==> config.mk <==
export PLATFORM = sky130hd
export DESIGN_NAME = bbcm_controller
export DESIGN_NICKNAME = d
export VERILOG_FILES = /design/src/rtl/core/bbcm_pkg.sv /design/src/rtl/core/bbcm_controller.sv
export SDC_FILE = /design/constraint.sdc
export NUM_CORES = 1
export LEC_CHECK = 0
export BUFFER_PORTS_ARGS = -buffer_cell sky130_fd_sc_hd__buf_2
export CORE_AREA = 2 2 39 41
export CTS_BUF_LIST = sky130_fd_sc_hd__clkbuf_2
export CTS_CLUSTER_DIAMETER = 150
export DETAILED_ROUTE_END_ITERATION = 7
export DIE_AREA = 0 0 41 43
export HOLD_SLACK_MARGIN = 0.1
export PLACE_DENSITY = 0.49
export SLEW_MARGIN = 20
export SYNTH_ARGS = -nofsm -noshare
export SYNTH_HDL_FRONTEND = slang
export SYNTH_SLANG_ARGS = --single-unit
==> constraint.sdc <==
create_clock -name clk -period 3.2 [get_ports clk]
set_input_delay 0.32 -clock clk [delete_from_list [all_inputs] [get_ports clk]]
set_output_delay 0.32 -clock clk [all_outputs]
set_load 0.1 [all_outputs]
==> src/rtl/core/bbcm_pkg.sv <==
`default_nettype none
package bbcm_pkg;
  localparam int COUNT_BITS     = 48;
  localparam int FIELD_BITS     = 48;
  localparam int CKPT_BITS      = 64;
  localparam int FIRST_BITS     = 24;
  localparam int GROWTH_BITS    = 32;
  localparam int CFG_INDEX_BITS = 2;
  localparam int CFG_DATA_BITS  = 32;
  localparam int BIAS_BITS      = 32;
  localparam int DIV_STEPS      = 31;
  localparam int DIV_CNT_BITS   = $clog2(DIV_STEPS);

  localparam logic [CFG_INDEX_BITS-1:0] REG_FIRST_CHECKPOINT = 2'd0;
  localparam logic [CFG_INDEX_BITS-1:0] REG_GROWTH_FACTOR    = 2'd1;

  localparam logic [FIRST_BITS-1:0]  FIRST_RESET  = 24'd1000;
  localparam logic [GROWTH_BITS-1:0] GROWTH_RESET = 32'd1351760868;

  typedef struct packed {
    logic load;
    logic step;
    logic div_run;
    logic pend_take;
    logic flush;
  } cmd_t;

  typedef struct packed {
    logic hit;
    logic last_bit;
    logic div_done;
    logic pend_valid;
    logic out_busy;
  } status_t;
endpackage
`default_nettype wire

==> src/rtl/core/bbcm_controller.sv <==
`default_nettype none
module bbcm_controller (
  input  wire              clk,
  input  wire              rst,
  input  wire              in_valid,
  output logic             in_ready,
  input  bbcm_pkg::status_t status,
  output bbcm_pkg::cmd_t    cmd
);
  import bbcm_pkg::*;

  typedef enum logic [2:0] {S_IDLE, S_STEP, S_DIV, S_RESOLVE, S_FLUSH} state_t;
  state_t state;
  logic   was_last;

  assign in_ready = (state == S_IDLE);

  always_comb begin
    cmd = '0;
    unique case (state)
      S_IDLE:    cmd.load = in_valid;
      S_STEP:    cmd.step = 1'b1;
      S_DIV:     cmd.div_run = 1'b1;
      S_RESOLVE: cmd.pend_take = !(status.pend_valid && status.out_busy);
      S_FLUSH:   cmd.flush = status.pend_valid && !status.out_busy;
      default:   cmd = '0;
    endcase
  end

  always_ff @(posedge clk) begin
    if (rst) begin
      state    <= S_IDLE;
      was_last <= 1'b0;
    end else begin
      unique case (state)
        S_IDLE: if (in_valid) state <= S_STEP;
        S_STEP: begin
          was_last <= status.last_bit;
          if (status.hit) state <= S_DIV;
          else if (status.last_bit) state <= S_FLUSH;
        end
        S_DIV: if (status.div_done) state <= S_RESOLVE;
        S_RESOLVE: if (cmd.pend_take) state <= was_last ? S_FLUSH : S_STEP;
        S_FLUSH: if (!status.pend_valid || cmd.flush) state <= S_IDLE;
        default: state <= S_IDLE;
      endcase
    end
  end
endmodule
`default_nettype wire

Word level (Yosys, flattened, before mapping) --
Cells that the tools add are included.
Operators by class: add/sub/neg operators 0, multipliers 0, divide/modulo/power cells 0, order comparisons 0, eq/ne operators 9, shifts and indexed selects 0, mux-type cells 13, bitwise operators 0, reductions and logical operators 8
Operator list (count):
- 2-to-1 mux 3 bit | 7
- case mux 3 bit (5 select lines) | 1
- != test 2 bit, second input constant | 4
- == test 3 x 2 -> 1 bit, second input constant | 2
- 2-to-1 mux 1 bit | 5
- AND reduction 5 bit | 1
- == test 3 x 1 -> 1 bit, second input constant | 1
- == test 3 bit, second input constant | 1
- zero test 1 bit | 3
- zero test 3 bit | 1
- != test 3 bit, second input constant | 1
- logical AND 1 bit | 2
- logical OR 1 bit | 1
Storage, ports and cells: register bits 4, bits in latches 0, bits in writable memories 0, memory bits (read-only) 0, input port bits 8, output and inout port bits 6, logic and storage cells 32, memories 0

Depth between registers and ports, before layout --
Gate-level depths: netlist (run 1).
depth after elaboration 6, gate-level depth with buffers 5, mapped depth without buffers 4

Worst setup path before layout (run 1) --
Ideal clock, no wire load.
kind register -> output, start point register state[2], end point output cmd[4] in the netlist's numbering, arrival time 3500 ps, required time 2880 ps, slack -620 ps, stages on the path, launching flop included 4, path buffers 1, cells stage by stage dfxtp_1 -> buf_4 -> nor3_1 -> and2_1
RTL lines:
- start, declared | line bbcm_controller.sv:13 | state_t state;
- start signal, assigned | line bbcm_controller.sv:43 | S_RESOLVE: if (cmd.pend_take) state <= was_last ? S_FLUSH : S_STEP;
- end, declared | line bbcm_controller.sv:8 | output bbcm_pkg::cmd_t cmd

==> impl_metrics.env, run 1 <==
export IMPL_cts_setup_buffers=0
export IMPL_overflow=0
export IMPL_drive_gt1_frac=0.5000
export IMPL_cp_required_ps=2880
export IMPL_nets=62
export IMPL_drc_errors=0
export IMPL_worstHoldStart="rst"
export IMPL_synth_enable_flop_cells=0
export IMPL_grt_max_degree=11
export IMPL_initial_core_util=0.2315
export IMPL_synth_compound_area_frac=0.1836
export IMPL_vias=306
export IMPL_worst_setup_path_end_kind="primary output"
export IMPL_yosysMostFrequentCell="nor2_1"
export IMPL_cts_root_buf="clkbuf_2"
export IMPL_finalSetupViolCount=0
export IMPL_track_usage=0.09529
export IMPL_avgSynthCellArea_sq_um=8.429
export IMPL_synthTopCellsByCount="5 x nor2_1, 4 x dfxtp_1, 3 x mux2i_1, 3 x nand2_1, 3 x nor3_1"
export IMPL_dp_hpwl_microns=551.1
export IMPL_dieArea_sq_um=1763
export IMPL_routed_wl_microns=721
export IMPL_critPathKind="reg -> out"
export IMPL_multi_input_area_sq_um=229.0
export IMPL_r2r_cells=4
export IMPL_cts_sinks=4
export IMPL_synth_fa_ha_area_frac=0
export IMPL_wl_per_cell_microns=10.60
export IMPL_status="completed"
export IMPL_synth_flop_cell="dfxtp_1"
export IMPL_finalClockSkew_ps=4.340
export IMPL_cts_buffers=3
export IMPL_area_delta_synth_final_pct=30.08
export IMPL_die_y_microns=43
export IMPL_crit_arrival_ps=1500
export IMPL_postSynthCellCount=38
export IMPL_hold_viol=0
export IMPL_hold_end="state[2]"
export IMPL_grt_pass1_wl_mm=1.055
export IMPL_clockBufferDepth=2
export IMPL_setup_tns_ps=0
export IMPL_rsz0062_at_grt="no"
export IMPL_r2r_start="state[2]"
export IMPL_synth_top_area_frac=0.2500
export IMPL_synth_seq_cells=4
export IMPL_post_cts_resize_count=0
export IMPL_async_flop_share=0
export IMPL_first_global_vias=279
export IMPL_synth_simple_area_share=0.3555
export IMPL_cts_clk_slew_worst_paths_ps=40
export IMPL_synth_area_sq_um=320.3
export IMPL_yosysWarnings=0
export IMPL_maxSlewViolCount=0
export IMPL_synthTopCellsByArea="dfxtp_1 25%, mux2i_1 9.4%, nor2_1 5.9%"
export IMPL_slew_headroom=0.6764
export IMPL_tightest_slew_ps=488.7
export IMPL_ctsHtreeMaxLevel=1
export IMPL_first_pass_iters=2
export IMPL_clk_latency_ps=210
export IMPL_nFillCells=157
export IMPL_antenna_found_initial=0
export IMPL_rrSetupSlack_ps=1520
export IMPL_fp_dieW_microns=41
export IMPL_ctsHoldBuffers=0
export IMPL_antenna_left=0
export IMPL_min_period_over_period=0.5673
export IMPL_maxCapViolCount=0
export IMPL_synth_distinct_cells=23
export IMPL_hold_path_class="in -> reg"
export IMPL_startpoint_type="flop"
export IMPL_io_buffer_count=13
export IMPL_core_sq_um=1384
export IMPL_gp_congestion=0.6785
export IMPL_synth_xor_area_frac=0
export IMPL_synthMuxAreaShare=0.1406
export IMPL_hold_depth=2
export IMPL_synth_top_family_by_area="simple AND/OR/NAND/NOR gates"
export IMPL_n_antenna_cell=0
export IMPL_via_per_inst=4.500
export IMPL_rows=14
export IMPL_syn_nets=46
export IMPL_synth_top_area_cell="dfxtp_1"
export IMPL_cts_tree="yes"
export IMPL_r2r_end="state[1]"
export IMPL_dr_first_iter_drc_count=2
export IMPL_regArea_sq_um=80.08
export IMPL_cp_max_fo=10
export IMPL_fmax_mhz=550.8
export IMPL_ios=14
export IMPL_period_minus_slack_ps=1815
export IMPL_yosysSeqAreaShare=0.2500
-- sequential cells by signal (all words and copies together), names as in the netlist --
name      flops
state         3
was_last      1
-- logic make-up (layout without fill, tap and decap cells) --
group | after synthesis | in the layout
AO/OA/AOI/OAI | 6 | 6
AND/OR/NAND/NOR | 20 | 20
multiplexers | 4 | 4
flip-flops | 4 | 4
buffers and inverters | 4 | 18
-- cells in the final DEF (no fill, tap or decap), types with 2 or more instances in the layout --
cell type,count
and2_1,2
buf_2,13
clkbuf_2,3
dfxtp_1,4
mux2i_1,3
nand2_1,3
nor2_1,5
nor3_1,2
-- critical path, stage by stage, from the launching register on --
cell,delay (ps)
dfxtp_1,540
nand3b_1,170
a21oi_1,140
buf_2,440
-- layout make-up --
| cell class | instances | share of cell area |
|---|---|---|
| Multi-Input combinational cell | 30 | 0.5495 |
| Sequential cell | 4 | 0.1922 |
| Timing Repair Buffer | 13 | 0.1562 |
| Tap cell | 16 | 0.04805 |
| Clock buffer | 3 | 0.03604 |
| Inverter | 2 | 0.01802 |
-- metal layers --
metal	GRT usage	part of all wire	up-vias
li1	-	-	163
met1	0.08654	0.51	129
met2	0.1469	0.41	12
met3	0.03141	0.065	2
met4	0.1000	0.015	0
met5	0	0	-
-- worst max path at each step --
stage	startpoint	end	slack, ps	cells past startpoint
floorplan	state[1]	cmd[2]	290	2
global placement	state[2]	state[1]	1520	4
detailed placement	state[2]	state[1]	1540	4
CTS	state[0]	cmd[1]	1380	3
global route	state[0]	cmd[1]	1290	3
finish	state[0]	cmd[1]	1380	3
-- metrics by stage --
| step | setup slack [ps] | instance area, sq um | util | cells | hold slack (ps) |
|---|---|---|---|---|---|
| finish | 1385 | 416.7 | 0.3011 | 68 | 347.8 |
| global route | 1286 | 416.7 | 0.3011 | 68 | 354.1 |
| CTS | 1376 | 416.7 | 0.3011 | 68 | 344.1 |
| detailed placement | 1541 | 401.6 | 0.2902 | 65 | 500.5 |
| global placement | 1523 | 401.6 | 0.2902 | 65 | 487.8 |
| floorplan | 285.9 | 331.6 | - | 38 | 386.2 |
Power of run 1 is left out: the tool's default activity adds up to more than one toggle a clock period on the data nets, which glitch-free logic cannot reach.
==> inputs of run 2 (changes only) <==
- PLACE_DENSITY: 0.49 -> 0.51
- clock period: 3.2 -> 1.5 ns (I/O delays scaled with it)
==> run 2 against run 1 <==
Effect of this change:
- wire length is 27% higher
- worst hold slack worse by 190 ps
- setup slack worse by 1300 ps
- largest cell class unchanged
- non-clock buffer count is 10 higher
- final cell count is 15% higher
- via count is 27% higher
- flip-flop and latch count stayed put
- sequential share of layout area is 5.6 points lower
- clock skew is 2.2 ps lower
==> impl_metrics.env, run 2 (synthesis gave the netlist of run 1 again) <==
export IMPL_status="completed"
export IMPL_dr_first_iter_drc_count=7
export IMPL_nFillCells=131
export IMPL_min_period_over_period=0.9730
export IMPL_die_y_microns=43
export IMPL_first_global_vias=354
export IMPL_cts_tree="yes"
export IMPL_io_buffer_count=13
export IMPL_antenna_found_initial=0
export IMPL_fp_dieW_microns=41
export IMPL_r2r_cells=4
export IMPL_initial_core_util=0.2315
export IMPL_final_common_cell="buf_4"
export IMPL_r2r_start="state[1]"
export IMPL_p_comb_frac=0.797
export IMPL_clkPwrFrac=0.069
export IMPL_startpoint_type="flop"
export IMPL_max_vdd_ir_drop_v=0.001290
export IMPL_worstHoldStart="rst"
export IMPL_gp_congestion=0.8088
export IMPL_cts_clk_slew_worst_paths_ps=50
export IMPL_reg_top3="state x3, was_last x1"
export IMPL_cp_required_ps=1600
export IMPL_clk_latency_ps=220
export IMPL_fmax_mhz=685.2
export IMPL_hold_depth=2
export IMPL_core_sq_um=1384
export IMPL_regArea_sq_um=88.84
export IMPL_swShare=0.5179
export IMPL_hold_end="state[2]"
export IMPL_rows=14
export IMPL_wl_per_cell_microns=11.77
export IMPL_maxSlewViolCount=0
export IMPL_maxCapViolCount=0
export IMPL_dp_cells=75
export IMPL_drc_errors=0
export IMPL_antenna_left=0
export IMPL_rsz0062_at_grt="yes"
export IMPL_n_antenna_cell=0
export IMPL_routed_wl_microns=918
export IMPL_cts_buffers=3
export IMPL_hold_viol=0
export IMPL_tightest_slew_ps=310.2
export IMPL_p_total_mw=1.551
export IMPL_via_per_inst=4.974
export IMPL_crit_arrival_ps=1560
export IMPL_dieArea_sq_um=1763
export IMPL_p_switching_uw=803.1
export IMPL_cp_max_fo=8
export IMPL_grt_max_degree=9
export IMPL_clockBufferDepth=2
export IMPL_largest_register_ffs=3
export IMPL_final_util=0.4729
export IMPL_rrSetupSlack_ps=40
export IMPL_track_usage=0.1236
export IMPL_drive_gt1_frac=0.6774
export IMPL_r2r_end="state[1]"
export IMPL_slew_headroom=0.7932
export IMPL_hold_path_class="in -> reg"
export IMPL_first_pass_iters=4
export IMPL_p_leak_nw=0.2650
export IMPL_finalSetupViolCount=0
export IMPL_nets=72
export IMPL_ctsHtreeMaxLevel=1
export IMPL_cts_sinks=4
export IMPL_overflow=0
export IMPL_vias=388
export IMPL_final_cell_mix="9 x buf_4, 7 x buf_2, 6 x buf_12, 5 x nor2_1"
export IMPL_finalClockSkew_ps=2.123
export IMPL_regMostFlops="state"
export IMPL_p_int_uw=747.6
export IMPL_ios=14
export IMPL_cts_root_buf="clkbuf_2"
export IMPL_grt_pass1_wl_mm=1.428
export IMPL_worst_setup_path_end_kind="flop"
export IMPL_fin_cells=78
export IMPL_multi_input_area_sq_um=289.0
export IMPL_critPathKind="reg -> reg"
export IMPL_period_minus_slack_ps=1459
export IMPL_powerDensity_nw_per_um2=2370
export IMPL_seqPwrFrac=0.135
export IMPL_area_delta_synth_final_pct=104.3
## run 2: layer usage
| layer | global-route usage | wire (microns) |
|---|---|---|
| met2 | 0.1969 | 454 |
| met1 | 0.1355 | 408 |
| met4 | 0.06000 | 17 |
| met3 | 0.04712 | 37 |
| met5 | 0 | 0 |
## run 2: worst max path at each step
| stage | startpoint | endpoint | slack [ps] | cells past startpoint |
|---|---|---|---|---|
| floorplan | state[0] | cmd[4] | -400 | 3 |
| detailed placement | state[1] | state[1] | -20 | 4 |
| CTS | state[1] | state[2] | 2 | 5 |
| global placement | state[1] | state[0] | -30 | 5 |
| global route | state[1] | state[2] | -3 | 5 |
| finish | state[1] | state[1] | 40 | 4 |
## run 2: power groups by stage
stage / Clock [mW] / Sequential, mW / Combinational [mW]
finish: 0.106 / 0.209 / 1.24
global route: 0.115 / 0.214 / 1.29
CTS: 0.108 / 0.198 / 1.22
detailed placement: 0 / 0.198 / 1.19
global placement: 0 / 0.193 / 1.19
floorplan: 0 / 0.171 / 0.794
## run 2: final cells by class
cell class,count,share of cell area
inverter,2,0.01147
timing repair buffer,23,0.3576
sequential,4,0.1358
clock buffer,3,0.02294
tap,16,0.03059
multi-input combinational,30,0.4417
## run 2: what timing repair did
item / CTS / global route
hold buffers: 0 / 0
gates resized for setup: 2 / 5
buffers inserted: 0 / 0
pin swaps: 0 / 4
setup endpoints to repair: 2 / 5
## run 2: per-stage QoR
step | setup TNS, ps | area, sq um | setup slack, ps | hold slack [ps]
after detailed placement | -20.00 | 608.1 | -20.00 | 390.1
final | 0 | 654.4 | 40.57 | 157.3
after floorplan | -632.4 | 376.6 | -395.3 | 216.2
after CTS | 0 | 636.9 | 1.684 | 161.5
after global placement | -54.99 | 608.1 | -27.94 | 400.1
after global routing | -6.312 | 654.4 | -3.347 | 165.1
## run 2: worst max-delay path, cell delays in order (launching register included)
cell,delay [ps]
dfxtp_4,370
or3b_1,390
a21oi_2,180
a211o_4,130
mux2_4,280
No activity file was read; power rests on OpenSTA's default activity.
==> inputs of run 3 (changes only) <==
- MAX_ROUTING_LAYER: unset -> met4
==> run 3 against run 2 <==
Effect of this change:
- core utilization did not move
- via count stayed put
- flip-flop and latch count unchanged
- worst hold slack worse by 7.7 ps
- total power is 0.19% higher
- clock skew is essentially flat
- combinational power is essentially flat
- non-clock buffer count did not move
- largest cell class unchanged
==> impl_metrics.env, run 3 (synthesis gave the netlist of run 1 again) <==
export IMPL_status="completed"
export IMPL_slowest_delay_ps=370
export IMPL_n_antenna_cell=0
export IMPL_crit_arrival_ps=1320
export IMPL_maxSlewViolCount=0
export IMPL_nets=72
export IMPL_rsz0062_at_grt="yes"
export IMPL_cts_sinks=4
export IMPL_fin_area_sq_um=654.4
export IMPL_slew_headroom=0.7932
export IMPL_regArea_sq_um=88.84
export IMPL_drc_errors=0
export IMPL_hold_viol=0
export IMPL_largest_register_ffs=3
export IMPL_final_common_cell="buf_4"
export IMPL_die_y_microns=43
export IMPL_hold_path_class="in -> reg"
export IMPL_dpl_cell_area_sq_um=608.1
export IMPL_p_comb_frac=0.795
export IMPL_area_delta_synth_final_pct=104.3
export IMPL_cts_buffers=3
export IMPL_clk_latency_ps=230
export IMPL_via_per_inst=4.974
export IMPL_nFillCells=131
export IMPL_clockBufferDepth=2
export IMPL_p_leak_nw=0.2650
export IMPL_cpMostUsedCell="buf_4"
export IMPL_r2r_cells=4
export IMPL_initial_core_util=0.2315
export IMPL_clkPwrFrac=0.070
export IMPL_critPathSlowestCell="dfxtp_4"
export IMPL_drive_gt1_frac=0.6774
export IMPL_seqPwrFrac=0.134
export IMPL_cp_startpoint="state[0]"
export IMPL_fp_dieW_microns=41
export IMPL_cts_setup_buffers=0
export IMPL_final_cell_mix="9 x buf_4, 7 x buf_2, 6 x buf_12, 5 x nor2_1"
export IMPL_cts_clk_slew_worst_paths_ps=50
export IMPL_gp_congestion=0.8207
export IMPL_first_global_vias=360
export IMPL_min_period_over_period=0.9777
export IMPL_p_int_uw=747.5
export IMPL_regMostFlops="state"
export IMPL_multi_input_area_sq_um=289.0
export IMPL_swShare=0.5188
export IMPL_worstHoldStart="rst"
export IMPL_max_vdd_ir_drop_v=0.001290
export IMPL_overflow=0
export IMPL_tightest_slew_ps=310.2
export IMPL_core_sq_um=1384
export IMPL_crit_chain="buf_4, nand3b_1, buf_4, a21oi_4, buf_12"
export IMPL_cts_tree="yes"
export IMPL_finalSetupViolCount=0
export IMPL_wl_per_cell_microns=11.83
export IMPL_cts_root_buf="clkbuf_2"
export IMPL_reg_top3="state x3, was_last x1"
export IMPL_critPathKind="reg -> out"
export IMPL_fmax_mhz=681.8
export IMPL_first_pass_iters=4
export IMPL_io_buffer_count=13
export IMPL_period_minus_slack_ps=1467
export IMPL_dr_first_iter_drc_count=7
export IMPL_rrSetupSlack_ps=40
export IMPL_hold_end="state[2]"
export IMPL_dieArea_sq_um=1763
export IMPL_r2r_start="state[1]"
export IMPL_routed_wl_microns=923
export IMPL_cp_required_ps=1350
export IMPL_grt_pass1_wl_mm=1.428
export IMPL_hold_depth=2
export IMPL_ctsHtreeMaxLevel=1
export IMPL_ios=14
export IMPL_finalClockSkew_ps=2.134
export IMPL_vias=388
export IMPL_ctsHoldBuffers=0
export IMPL_maxCapViolCount=0
export IMPL_r2r_end="state[1]"
export IMPL_worst_setup_path_end_kind="primary output"
export IMPL_p_switching_uw=806.1
export IMPL_cp_max_fo=5
export IMPL_grt_max_degree=9
export IMPL_track_usage=0.1267
export IMPL_powerDensity_nw_per_um2=2374
export IMPL_antenna_left=0
export IMPL_final_util=0.4729
export IMPL_rows=14
export IMPL_startpoint_type="flop"
export IMPL_antenna_found_initial=0
[run 3: how the worst max path moves through the flow]
stage,end,slack [ps],depth (start not counted)
finish,cmd[1],30,5
global route,state[2],-3,5
CTS,state[2],2,5
detailed placement,state[1],-20,4
global placement,state[0],-30,5
floorplan,cmd[4],-400,3
[run 3: area by class of cell]
| class | count | area share |
|---|---|---|
| inverter | 2 | 0.01147 |
| timing repair buffer | 23 | 0.3576 |
| multi-input combinational | 30 | 0.4417 |
| tap | 16 | 0.03059 |
| clock buffer | 3 | 0.02294 |
| sequential | 4 | 0.1358 |
[run 3: through the flow]
stage	hold slack (ps)	setup TNS (ps)	worst slack [ps]	total power, mW	cells
after floorplan	216.2	-632.4	-395.3	0.9650	38
after global placement	400.1	-54.99	-27.94	1.384	75
after detailed placement	390.1	-20.00	-20.00	1.391	75
after CTS	161.5	0	1.684	1.523	78
after global routing	165.1	-6.314	-3.347	1.620	78
final	149.6	0	33.40	1.554	78
[run 3: critical path, delay by kind of cell (launching register included)]
kind / cells / cell delay (ps)
and+or+nand+nor: 1 / 110
buffers and inverters: 3 / 480
AOI/OAI and AO/OA: 1 / 120
DFF: 1 / 370
[run 3: timing repair]
item / 4_1_cts / 5_1_grt
resized for setup: 2 / 5
endpoints found under the setup margin: 2 / 5
pin swaps: 0 / 4
endpoints found under the hold margin: 0 / 0
[run 3: layer usage]
metal	global-route usage	vias to the layer above	share of wire	wire, microns
met5	-	-	0	0
met3	0.04712	2	0.043	40
met4	0.06000	0	0.022	20
met2	0.1969	15	0.49	454
li1	-	186	-	-
met1	0.1355	185	0.44	408
[run 3: power groups by stage]
stage,Combinational [mW],Sequential [mW],Clock (mW)
after floorplan,0.794,0.171,0
after global placement,1.19,0.193,0
after detailed placement,1.19,0.198,0
after CTS,1.22,0.198,0.108
after global routing,1.29,0.214,0.115
final,1.24,0.209,0.109
